## config.mk

```make
export PLATFORM = sky130hd
export DESIGN_NAME = spm_cmp
export DESIGN_NICKNAME = d
export VERILOG_FILES = /design/src/rtl/core/spm_pkg.sv /design/src/rtl/core/spm_cmp.sv
export SDC_FILE = /design/constraint.sdc
export NUM_CORES = 1
export LEC_CHECK = 0
export ABC_AREA = 1
export BUFFER_PORTS_ARGS = -buffer_cell sky130_fd_sc_hd__buf_2
export CAP_MARGIN = 10
export CORE_ASPECT_RATIO = 0.9
export CORE_UTILIZATION = 50
export DETAILED_ROUTE_END_ITERATION = 8
export PLACE_DENSITY = 0.91
export SLEW_MARGIN = 20
export SYNTH_ARGS = -nofsm -noshare
export SYNTH_HDL_FRONTEND = slang
export SYNTH_SLANG_ARGS = --single-unit
```

## constraint.sdc

```tcl
create_clock -name vclk -period 3.5
set_clock_uncertainty 0.1 [all_clocks]
set_input_delay 0.35 -clock vclk [all_inputs]
set_output_delay 0.35 -clock vclk [all_outputs]
set_load 0.01 [all_outputs]
```

## src/rtl/core/spm_pkg.sv

```systemverilog
// spm_pkg: shared types and constants for the shortest-path vertex membership block
// no dependencies; imported by every module under rtl/core
package spm_pkg;

  // distance arithmetic: unreached marker fits in 20 bits, sums need one more
  localparam int DIST_W    = 20;
  localparam int SUM_W     = 21;
  localparam int COST_IN_W = 16;
  localparam logic [DIST_W-1:0] UNREACHED = 20'd1000000;

  // stream word layout
  localparam int VTX_IN_W  = 6;
  localparam int A_LSB     = 0;
  localparam int B_LSB     = 6;
  localparam int P_LSB     = 12;
  localparam int COST_LSB  = 18;
  localparam int S_TDATA_W = 40;
  localparam int M_TDATA_W = 8;

  // configuration port
  localparam int CFG_IDX_W  = 1;
  localparam int CFG_DATA_W = 1;
  localparam logic [CFG_IDX_W-1:0] REG_USE_WEIGHTS = 1'b0;
  localparam logic [CFG_IDX_W-1:0] REG_UNDIRECTED  = 1'b1;

  // item kinds
  localparam logic KIND_EDGE  = 1'b0;
  localparam logic KIND_QUERY = 1'b1;

  // sequencer states
  typedef enum logic [4:0] {
    ST_CLEAR,
    ST_IDLE,
    ST_E_RD,
    ST_E_CHK,
    ST_E_MIR,
    ST_Q_PS,
    ST_Q_PE,
    ST_Q_PP,
    ST_Q_PCHK,
    ST_Q_INIT,
    ST_Q_SEL,
    ST_Q_RELAX,
    ST_Q_DRD,
    ST_Q_DCHK,
    ST_Q_TRACE,
    ST_Q_TWAIT,
    ST_DONE
  } state_t;

  // operands of the shared add/compare unit: result is (a + b) < c
  typedef struct packed {
    logic [DIST_W-1:0]    a;
    logic [COST_IN_W-1:0] b;
    logic [DIST_W-1:0]    c;
  } cmp_op_t;

  typedef struct packed {
    logic [SUM_W-1:0] sum;
    logic             lt;
  } cmp_res_t;

  // write enables of the per-query work memories
  typedef struct packed {
    logic distance;
    logic parent;
    logic settled;
  } work_we_t;

endpackage

```

## src/rtl/core/spm_cmp.sv

```systemverilog
// spm_cmp: shared add and compare unit used for minimum search, relaxation and reach check
// depends on spm_pkg
module spm_cmp
  import spm_pkg::*;
(
  input  cmp_op_t  op,
  output cmp_res_t res
);

  logic [SUM_W-1:0] sum;

  // one wide add followed by one compare
  assign sum     = SUM_W'(op.a) + SUM_W'(op.b);
  assign res.sum = sum;
  assign res.lt  = (sum < SUM_W'(op.c));

endmodule

```

== After elaboration in Yosys (flattened, before gate mapping) ==
Cells that the tools add are included.

* Register bits: 0
* Logic and storage cells: 2

* Add/sub/neg operators: 1
* Magnitude comparators: 1

{| class="wikitable"
|+ Operator list
! operator !! number
|-
| adder 20 x 16 -> 21 bit || 1
|-
| < comparator 21 x 20 -> 1 bit || 1
|}

== Logic depth before layout (Yosys ltp) ==
* Depth after elaboration: 2
* Mapped depth: 22
* Mapped depth without buffers: 22

== Worst setup path after synthesis ==
Ideal clock, no wire load.

* Path type: input to output
* Start point: input port op[20] (netlist bit)
* End point: output port res[0] (netlist bit)
* Data arrival time: 2.647 ns
* Path slack: 0.403 ns
* Stages on the path: 21
* Cells stage by stage: ha_1 > inv_1 > fa_1 > inv_1 > nand3_1 > nand2_1 > nand2_1 > nand2_2 > nand2_1 > nand2_2 > xor2_1 > ha_1 > nand2_1 > inv_1 > nand2_1 > nand2_1 > nand2_1 > a21oi_1 > nor2_1 > nand2_1 > nor2_1

{| class="wikitable"
|+ RTL lines
! what !! RTL line !! source
|-
| start, declared || spm_cmp.sv:6 || <nowiki>input cmp_op_t op,</nowiki>
|-
| end, declared || spm_cmp.sv:7 || <nowiki>output cmp_res_t res</nowiki>
|}

==> summary.txt <==
Number of port buffers: 78
Critical-path top delay cell: fa_2
Area growth, synth to finish: 28.2%
Initial Utilization: 53.8%
Max cap viols: 0
Starting DRT DRC Count: 61
Quantity of hold-fixing buffers added after cts: 0
Site row count: 19
Maximum number of pins on one net before global-route repair: 7
Syn_area_per_cell: 5.34 um2
Yosys top cell by area: nand2_1
Final core occ: 69.0%
Req. time, crit path: 3.05 ns
Grt ovf: 0
GRT Util Overall: 24.0%
Sequential-to-total area share from yosys stat: 0%
Endpoint of the most critical setup path: res[0]
Detailed-route wire length: 4170 um
Hold crit path type: in2out
Leakage power of the design: 0.00146 uW
CP Max Fanout: 4
DRC violation count after routing: 0
Biggest cell delay along the critical path: 0.35 ns
Final critical-path share of the clock period: 93.6%
Tightest slew margin relative to the limit: 80.0%
Count of boundary I/O pins: 78
Final sequential cell count: 0
Post-placement setup slack: 0.104 ns
Sequential cell area in the final layout: 0 um2
Fraction of post-synthesis cell area in the top cell type by area: 26.2%
Cell area power density: 195 nW/um2
Wire length of the first global-routing pass: 7290 um
Worst path setup slack after routing: 0.226 ns
X dimension of the die: 63.0 um
Number of antenna repair diodes: 0
CP Capture Type: primary output
Distinct cell type count of the synthesized netlist: 21
Number of global-route vias before repair: 1931
Post-synth design cell area: 1680 um2
Initial antenna violation count: 0
Top area cells in the synthesized netlist: nand2_1, ha_1, inv_1, xor2_1, nor2_1
Number of optimization iterations in the first detailed-route pass: 4
Final Wtd Congestion: 0.901
Cells after Synth: 314
Count of endpoints failing hold in the final timing report: 0
Total of endpoints with negative setup slack in the final report: 0
Source of the worst hold timing path: op[36]
Number of vias in the routed layout: 2070
Transition time of the tightest slew-check pin: 0.296 ns
Critical Path Most Common Cell: nand2_1
Die Footprint: 3590 um2
CLK BUF: 0
Result of the run: finished, final reports clean
Number of nets still failing antenna checks after routing: 0
HPWL Detailed: 3790 um
Synthesized netlist net count: 406
DR vias/cell: 4.75
Fraction of layout cells with a size suffix above 1: 24.4%
Peak Freq: 305 MHz
Maximum vdd drop: 0.000120 V
Cell-by-cell trace of the critical path: buf_2 -> ha_1 -> inv_1 -> fa_2 -> inv_1 -> nand3_1 -> nand2_2 -> nand2_1 -> nand2_2 -> nand2_1 -> nand2_2 -> xor2_2 -> ha_1 -> nand2_1 -> inv_1 -> nand2_1 -> nand2_1 -> nand2_1 -> a21oi_1 -> nor2_1 -> nand2_1 -> nor2_1 -> buf_2
Worst Setup Start Kind: input port
Crit path time final: 3.27 ns
Number of slew-limit violations in the final report: 0
Number of warnings issued by yosys: 0
Critical path start-end classification: in2out
Post-route worst hold slack: 0.931 ns
Core Region: 3110 um2
Final #Nets: 488
Y dimension of the die: 56.9 um
Worst EP arrival: 2.82 ns
Routed wire length per instance: 9.57 um
Worst Setup SP: op[20]
[per-stage QoR]
| stage | instances | TNS (ns) | instance area, um2 | total power (uW) |
|---|---|---|---|---|
| after floorplan | 314 | 0 | 1680 | 278 |
| after detailed placement | 434 | 0 | 2120 | 408 |
| final | 436 | 0 | 2150 | 419 |
| after CTS | 434 | 0 | 2120 | 410 |
| after global placement | 434 | 0 | 2120 | 401 |
| after global routing | 436 | -0.0000500 | 2150 | 479 |
[synth_stat cells (all sizes together)]
master and n:
a21o 1, a21oi 18, fa 1, ha 35
inv 70, nand2 121, nand3 16, nand3b 2
nand4 6, nor2 25, nor3 3, o21ai 2
o21bai 1, xnor2 2, xor2 11
[per-layer routing]
layer  global-route usage, %  up-vias  share of wire (%)
met4                       0        0                  0
li1                        -     1136                  -
met2                    47.2       48                 47
met3                       0        0                4.1
met5                       0        -                  0
met1                    30.8      886                 49
[worst min-delay path by stage]
| stage | slack (ns) | depth (start not counted) | to |
|---|---|---|---|
| 2_1_floorplan | 0.69 | 1 | res[17] |
| 3_3_place_gp | 0.92 | 3 | res[1] |
| 3_5_place_dp | 0.93 | 3 | res[1] |
| 4_1_cts | 0.93 | 3 | res[1] |
| 6_report | 0.93 | 3 | res[1] |
| 5_1_grt | 0.96 | 3 | res[1] |
[worst max-delay path, delay by kind of cell]
kind | cells | cell delay (ns)
simple gates | 13 | 1.07
buf+inv | 5 | 0.38
fa+ha+maj | 3 | 0.79
compound gates | 1 | 0.06
xor+xnor | 1 | 0.17
[layout make-up]
cell class	count	area (um2)
Timing Repair Buffer	80	405
Tap cell	42	52.6
Multi-Input combinational cell	244	1430
Inverter	70	263
Fill cell	321	966
[repair_timing]
action | CTS | global route
endpoints found under the setup margin | 0 | 1
gates resized for setup | 0 | 4
buffers inserted | 0 | 2
[layout by cell type (no fill, tap or decap), types with 2 or more instances in the layout]
cell type | Yosys | routed
nand2_2 | 4 | 6
inv_1 | 68 | 68
inv_2 | 2 | 2
a21oi_1 | 17 | 17
nand3b_1 | 2 | 2
o21ai_0 | 2 | 2
buf_4 | 0 | 2
ha_1 | 35 | 35
nand4_1 | 6 | 6
nand3_1 | 15 | 15
nor2_2 | 2 | 2
buf_2 | 0 | 78
xnor2_1 | 2 | 2
nor2_1 | 23 | 23
nand2_1 | 117 | 115
xor2_1 | 11 | 10
nor3_1 | 2 | 2
[power breakdown]
part	switching (uW)	internal, uW	total (uW)
combinational	246	174	419
sequential	0	0	0
clock	0	0	0
[logic make-up after synthesis]
kind of cell               count (synthesis)  share of synthesized area (%)
buffers and inverters                     70                           15.7
adders and majority gates                 36                           27.3
AOI/OAI and AO/OA                         22                           7.17
xor gates and xnor gates                  13                           6.80
and+or+nand+nor                          173                           43.0
No activity file was read; power rests on OpenSTA's default activity.
