==> src/rtl/core/spm_pkg.sv <==
// spm_pkg: shared types and constants for the shortest-path vertex membership block
// no dependencies; imported by every module under rtl/core
package spm_pkg;

  // distance arithmetic: unreached marker fits in 20 bits, sums need one more
  localparam int DIST_W    = 20;
  localparam int SUM_W     = 21;
  localparam int COST_IN_W = 16;
  localparam logic [DIST_W-1:0] UNREACHED = 20'd1000000;

  // stream word layout
  localparam int VTX_IN_W  = 6;
  localparam int A_LSB     = 0;
  localparam int B_LSB     = 6;
  localparam int P_LSB     = 12;
  localparam int COST_LSB  = 18;
  localparam int S_TDATA_W = 40;
  localparam int M_TDATA_W = 8;

  // configuration port
  localparam int CFG_IDX_W  = 1;
  localparam int CFG_DATA_W = 1;
  localparam logic [CFG_IDX_W-1:0] REG_USE_WEIGHTS = 1'b0;
  localparam logic [CFG_IDX_W-1:0] REG_UNDIRECTED  = 1'b1;

  // item kinds
  localparam logic KIND_EDGE  = 1'b0;
  localparam logic KIND_QUERY = 1'b1;

  // sequencer states
  typedef enum logic [4:0] {
    ST_CLEAR,
    ST_IDLE,
    ST_E_RD,
    ST_E_CHK,
    ST_E_MIR,
    ST_Q_PS,
    ST_Q_PE,
    ST_Q_PP,
    ST_Q_PCHK,
    ST_Q_INIT,
    ST_Q_SEL,
    ST_Q_RELAX,
    ST_Q_DRD,
    ST_Q_DCHK,
    ST_Q_TRACE,
    ST_Q_TWAIT,
    ST_DONE
  } state_t;

  // operands of the shared add/compare unit: result is (a + b) < c
  typedef struct packed {
    logic [DIST_W-1:0]    a;
    logic [COST_IN_W-1:0] b;
    logic [DIST_W-1:0]    c;
  } cmp_op_t;

  typedef struct packed {
    logic [SUM_W-1:0] sum;
    logic             lt;
  } cmp_res_t;

  // write enables of the per-query work memories
  typedef struct packed {
    logic distance;
    logic parent;
    logic settled;
  } work_we_t;

endpackage

==> src/rtl/core/spm_work.sv <==
// spm_work: per-query distance, parent and settled memories
// depends on spm_pkg; rebuilt by the sequencer at the start of every query
module spm_work
  import spm_pkg::*;
#(
  parameter int VW = 6
) (
  input  logic              clk,
  input  work_we_t          we,
  input  logic [VW-1:0]     waddr,
  input  logic [DIST_W-1:0] wdist,
  input  logic [VW-1:0]     wparent,
  input  logic              wsettled,
  input  logic [VW-1:0]     raddr,
  output logic [DIST_W-1:0] rdist,
  output logic [VW-1:0]     rparent,
  output logic              rsettled
);

  logic [DIST_W-1:0] dist_mem    [(1 << VW)];
  logic [VW-1:0]     parent_mem  [(1 << VW)];
  logic              settled_mem [(1 << VW)];

  // shared write address, separate enables, one registered read address
  always_ff @(posedge clk) begin
    if (we.distance) begin
      dist_mem[waddr] <= wdist;
    end
    if (we.parent) begin
      parent_mem[waddr] <= wparent;
    end
    if (we.settled) begin
      settled_mem[waddr] <= wsettled;
    end
    rdist    <= dist_mem[raddr];
    rparent  <= parent_mem[raddr];
    rsettled <= settled_mem[raddr];
  end

endmodule

==> config.mk <==
export PLATFORM = sky130hd
export DESIGN_NAME = spm_work
export DESIGN_NICKNAME = d
export VERILOG_FILES = /design/src/rtl/core/spm_pkg.sv /design/src/rtl/core/spm_work.sv
export SDC_FILE = /design/constraint.sdc
export NUM_CORES = 1
export LEC_CHECK = 0
export CORE_MARGIN = 4
export CORE_UTILIZATION = 40
export DETAILED_ROUTE_END_ITERATION = 6
export DONT_BUFFER_PORTS = 1
export HOLD_SLACK_MARGIN = 0.12
export MAX_ROUTING_LAYER = met4
export PLACE_DENSITY_LB_ADDON = 0.2
export SLEW_MARGIN = 20
export SYNTH_ARGS = -nofsm -noshare
export SYNTH_HDL_FRONTEND = slang
export SYNTH_SLANG_ARGS = --single-unit
==> constraint.sdc <==
create_clock -name clk -period 7.7 [get_ports clk]
set_input_delay 2.31 -clock clk [delete_from_list [all_inputs] [get_ports clk]]
set_output_delay 2.31 -clock clk [all_outputs]
set_load 0.05 [all_outputs]
# ---- Yosys cells after proc, flatten, opt, wreduce, memory -nomap -nowiden
# Memories as Yosys holds them, arrays and structs flattened. A register that Yosys moved wholly into a read port is not among the register bits.
# Index checks and enable logic that the tools add are counted.
dict set report op_classes {
  mux 6
}
# op n
set ops {}
lappend ops {{1-bit 2-to-1 mux} 6}
dict set report totals {
  output_inout_bits 27
  input_bits 43
  regBits 0
  ram_bits 1728
  n_memories 3
  elab_cells 9
}
# memory depth width read_ports rd_clocked_by_memory_dff write_ports line
set mem_list {}
lappend mem_list {dist_mem 64 20 1 1 1 spm_work.sv:20} ;# logic [DIST_W-1:0] dist_mem [(1 << VW)];
lappend mem_list {parent_mem 64 6 1 1 1 spm_work.sv:21} ;# logic [VW-1:0] parent_mem [(1 << VW)];
lappend mem_list {settled_mem 64 1 1 1 1 spm_work.sv:22} ;# logic settled_mem [(1 << VW)];

# ---- Logic depth before layout (Yosys ltp)
dict set report logic_depth {
  ltp_word 2
  depth_mapped 10
  depth_no_buf 5
}

# ---- Worst setup path before layout
# Ideal clock, no wire load.
dict set report synth_path {
  path_type {in2reg}
  start {input waddr[5]}
  end {memory dist_mem[36][0], enable pin}
  stages 5
  arrival_ps 4204
  path_slack_ps 3099
  cell_sequence {clkbuf_1 -> or3b_2 -> clkbuf_1 -> clkbuf_1 -> nor2_1}
}
# element line
set synth_lines {}
lappend synth_lines {{start, declared} spm_work.sv:10} ;# input logic [VW-1:0] waddr,
lappend synth_lines {{end, declared} spm_work.sv:20}
# No word-level cell before the write port.

==> impl_results.md <==
- Number of endpoints failing setup at the final stage: 0
- Drc violations: 0
- Minimum clock period: 4.81 ns
- Clk Tree Root Cell: sky130_fd_sc_hd__clkbuf_16
- GRT Overall Usage: 20.9%
- GRT Residual Overflow: 0
- Total core area: 167000 µm²
- Post-Syn Area per Cell: 21.3 µm²
- DP Wirelength: 103000 µm
- Dominant cells by area after synthesis: sky130_fd_sc_hd__edfxtp_1 (77%), sky130_fd_sc_hd__mux4_2 (12%), sky130_fd_sc_hd__mux2i_1 (3.7%)
- Pin count of the biggest net entering global routing: 483
- Share of post-route cells with drive strength above 1: 21.9%
- Standby leakage power: 23.6 nW
- Clock Power Share: 42.0%
- Critical path arrival: 5.56 ns
- Post-layout util: 45.1%
- Vias per Instance: 5.74
- Horiz. Die Dim: 418 µm
- Clock latency at the later pin of the worst-skew pair: 0.81 ns
- TNS Setup: 0 ns
- Fin crit share: 62.5%
- Post-synthesis net count: 3204
- Count of buffers added by post-CTS timing repair for setup: 0
- Number of buffers inserted by port buffering: 0
- Finished Cell Area: 75400 µm²
- Count leader, synth: sky130_fd_sc_hd__edfxtp_1
- Endpoints failing hold: 0
- TritonCTS buffer count: 179
- Synth Flop Type: sky130_fd_sc_hd__edfxtp_1
- Combinational power share: 3.1%
- Wire length reported by the detailed router: 178000 µm
- Leading post-synthesis cells by instance count: sky130_fd_sc_hd__edfxtp_1 (1728), sky130_fd_sc_hd__mux4_2 (355), sky130_fd_sc_hd__mux2i_1 (251)
- Sequential fraction of the synthesis area: 77.9%
- Cell count after synthesis: 3161
- First-pass GRT wire length: 251000 µm
- Max-capacitance violation count: 0
- Number of iterations in the first detailed-routing pass: 5
- Net switching component of the power: 4.02 mW
- Number of warning messages in the yosys log: 0
- Sw Share: 20.6%
- Hold Crit Class: flop to flop
- Die footprint: 175000 µm²
- Area delta synth->final: 12.1%
- Internal portion of total power: 15.5 mW
- Worst-path fanout max: 482
- Antenna violations before repair: 10
- Crit Path Class: input port to flop
- Req. time, crit path: 8.45 ns
- Final #Nets: 3257
- DRC marker count from the first detailed-route iteration: 3479
- Number of antenna-violating nets in the routed design: 0
- Share of Yosys cell area claimed by the top area cell type: 77.1%
- Number of enable-type register cells in the synthesized netlist: 1728
- FMAX: 208 MHz
- Startpoint type of the worst setup path: input port
- Violations in the final reports: max-slew violations
- RePlAce Congestion: 0.792
- Status: finished with violations
- Clock Sinks: 1755
- Sort of element at the end of the critical path: flop
- Clock tree from TritonCTS: done
- FF+latch count, synth: 1755
- Average wire per standard cell: 31.9 µm
- Count of cell types in the netlist: 35
- Top-Level Pins: 70
- Top cell type by total area after synthesis: sky130_fd_sc_hd__edfxtp_1
- Starting Density: 40.2%
- Number of vias after detailed routing: 31900
- Max transition margin: -6.15%
- Worst Hold Slack: 0.856 ns
- Row count: 150
- Power share of the sequential group: 54.8%
- Clock slew at the register clock pins of the worst setup and hold paths: 0.06 ns
- Slew at the pin with the worst max-slew slack: 1.59 ns
- Number of levels the H-tree was split into: 4
- Unrepaired setup endpoints after global routing: no
- Dpl cell area: 69900 µm²
- Fraction of registers with async set/reset: 0%
- Clock Skew: 0.0321 ns
- Number of global-route vias before repair: 32300
- Cell area after synthesis: 67300 µm²
- Number of instances resized during post-cts repair: 0
- Hold bufs inserted after CTS: 0
- Die height: 418 µm
- Maximum vdd drop: 0.204 mV
- Buffer depth of the longest clock path: 3
- Max-slew violation count: 93
- Total power divided by cell area: 259 nW/µm²
## power groups by stage
| stage | Combinational (mW) | Sequential, mW | Clock [mW] |
|---|---|---|---|
| finish | 0.613 | 10.7 | 8.20 |
| global route | 0.630 | 10.7 | 8.80 |
| CTS | 0.608 | 10.7 | 8.36 |
| detailed placement | 0.607 | 10.9 | 0 |
| global placement | 0.604 | 10.9 | 0 |
| floorplan | 0.520 | 10.9 | 0 |
## worst max-delay path: stages
cell and delay (ns):
sky130_fd_sc_hd__nand3b_1 0.86, sky130_fd_sc_hd__buf_4 0.39, sky130_fd_sc_hd__o22ai_1 0.22, sky130_fd_sc_hd__o31ai_1 1.09
sky130_fd_sc_hd__and3_1 0.26
## state kept, by name, indices dropped and copies added, names as in the netlist
| signal | flops |
|---|---|
| dist_mem | 1280 |
| parent_mem | 384 |
| settled_mem | 64 |
| rdist | 20 |
| rparent | 6 |
| rsettled | 1 |
## cell usage in the layout (no fill, tap or decap), types with 3 or more instances in the layout
cell                        synthesis  layout
sky130_fd_sc_hd__edfxtp_1        1728    1728
sky130_fd_sc_hd__mux4_2           355     355
sky130_fd_sc_hd__mux2i_1          251     251
sky130_fd_sc_hd__clkbuf_16          0     182
sky130_fd_sc_hd__nor2_1           203     139
sky130_fd_sc_hd__a22oi_1           88      88
sky130_fd_sc_hd__o22ai_1           73      73
sky130_fd_sc_hd__buf_4             34      62
sky130_fd_sc_hd__clkinv_1           0      49
sky130_fd_sc_hd__a31oi_1           44      44
sky130_fd_sc_hd__o21ai_0           44      44
sky130_fd_sc_hd__nor2_2             1      41
sky130_fd_sc_hd__clkbuf_1          92      41
sky130_fd_sc_hd__nand2_1           34      33
sky130_fd_sc_hd__and3_1            27      27
sky130_fd_sc_hd__dfxtp_1           27      27
sky130_fd_sc_hd__nor2_4             0      24
sky130_fd_sc_hd__a21o_1            22      22
sky130_fd_sc_hd__clkinv_2           0      22
sky130_fd_sc_hd__o31ai_1           22      17
sky130_fd_sc_hd__nand3b_1           8       8
sky130_fd_sc_hd__mux2_2             7       7
sky130_fd_sc_hd__nor3_1             7       7
sky130_fd_sc_hd__bufinv_16          0       7
sky130_fd_sc_hd__diode_2            0       6
sky130_fd_sc_hd__or3b_2             6       6
sky130_fd_sc_hd__o31ai_2            0       5
sky130_fd_sc_hd__clkinv_16          0       4
sky130_fd_sc_hd__clkbuf_8           0       4
sky130_fd_sc_hd__nand2b_1           3       3
sky130_fd_sc_hd__a211oi_1           3       3
sky130_fd_sc_hd__inv_16             0       3
## per-stage QoR
| stage | setup WS (ns) | cells | power (mW) |
|---|---|---|---|
| 6_report | 2.89 | 5562 | 19.5 |
| 5_1_grt | 3.25 | 5558 | 20.1 |
| 4_1_cts | 3.45 | 5556 | 19.7 |
| 3_5_place_dp | 2.65 | 5237 | 11.5 |
| 3_3_place_gp | 2.22 | 5236 | 11.5 |
| 2_1_floorplan | 3.10 | 3161 | 11.4 |
## worst paths after layout
| check | start | endpoint | slack, ns | cells past startpoint |
|---|---|---|---|---|
| setup / recovery | raddr[0] | rdist[11]$_DFF_P_ | 2.89 | 5 |
| hold / removal | parent_mem[58][3]$_DFFE_PP_ | rparent[3]$_DFF_P_ | 0.86 | 4 |
| setup reg to reg | dist_mem[39][11]$_DFFE_PP_ | rdist[11]$_DFF_P_ | 5.41 | 5 |
| hold reg to reg | parent_mem[58][3]$_DFFE_PP_ | rparent[3]$_DFF_P_ | 0.86 | 4 |
## routing by layer
metal / global-route usage (%) / vias to the layer above / wire length, µm
met5: - / - / 0
met4: 5.17 / 0 / 4020
met3: 4.22 / 232 / 11900
met2: 34.6 / 1128 / 90700
met1: 26.8 / 17200 / 71000
li1: - / 13300 / -
## cell families after synthesis
kind of cell           share of synthesized area (%)
AND/OR/NAND/NOR                                 1.97
multiplexers                                    15.7
buffers and inverters                           1.38
AO/OA/AOI/OAI                                   2.96
flip-flops                                      77.9
## layout make-up
type,instances,area [µm²]
diodes,6,15.0
clock buffers,227,4760
clock inverters,92,759
fillers,13900,91800
multi-input cells,1216,14200
flip-flops and latches,1755,52400
well taps,2204,2760
repair buffers,62,465
Power figures use the tool's default switching activity.
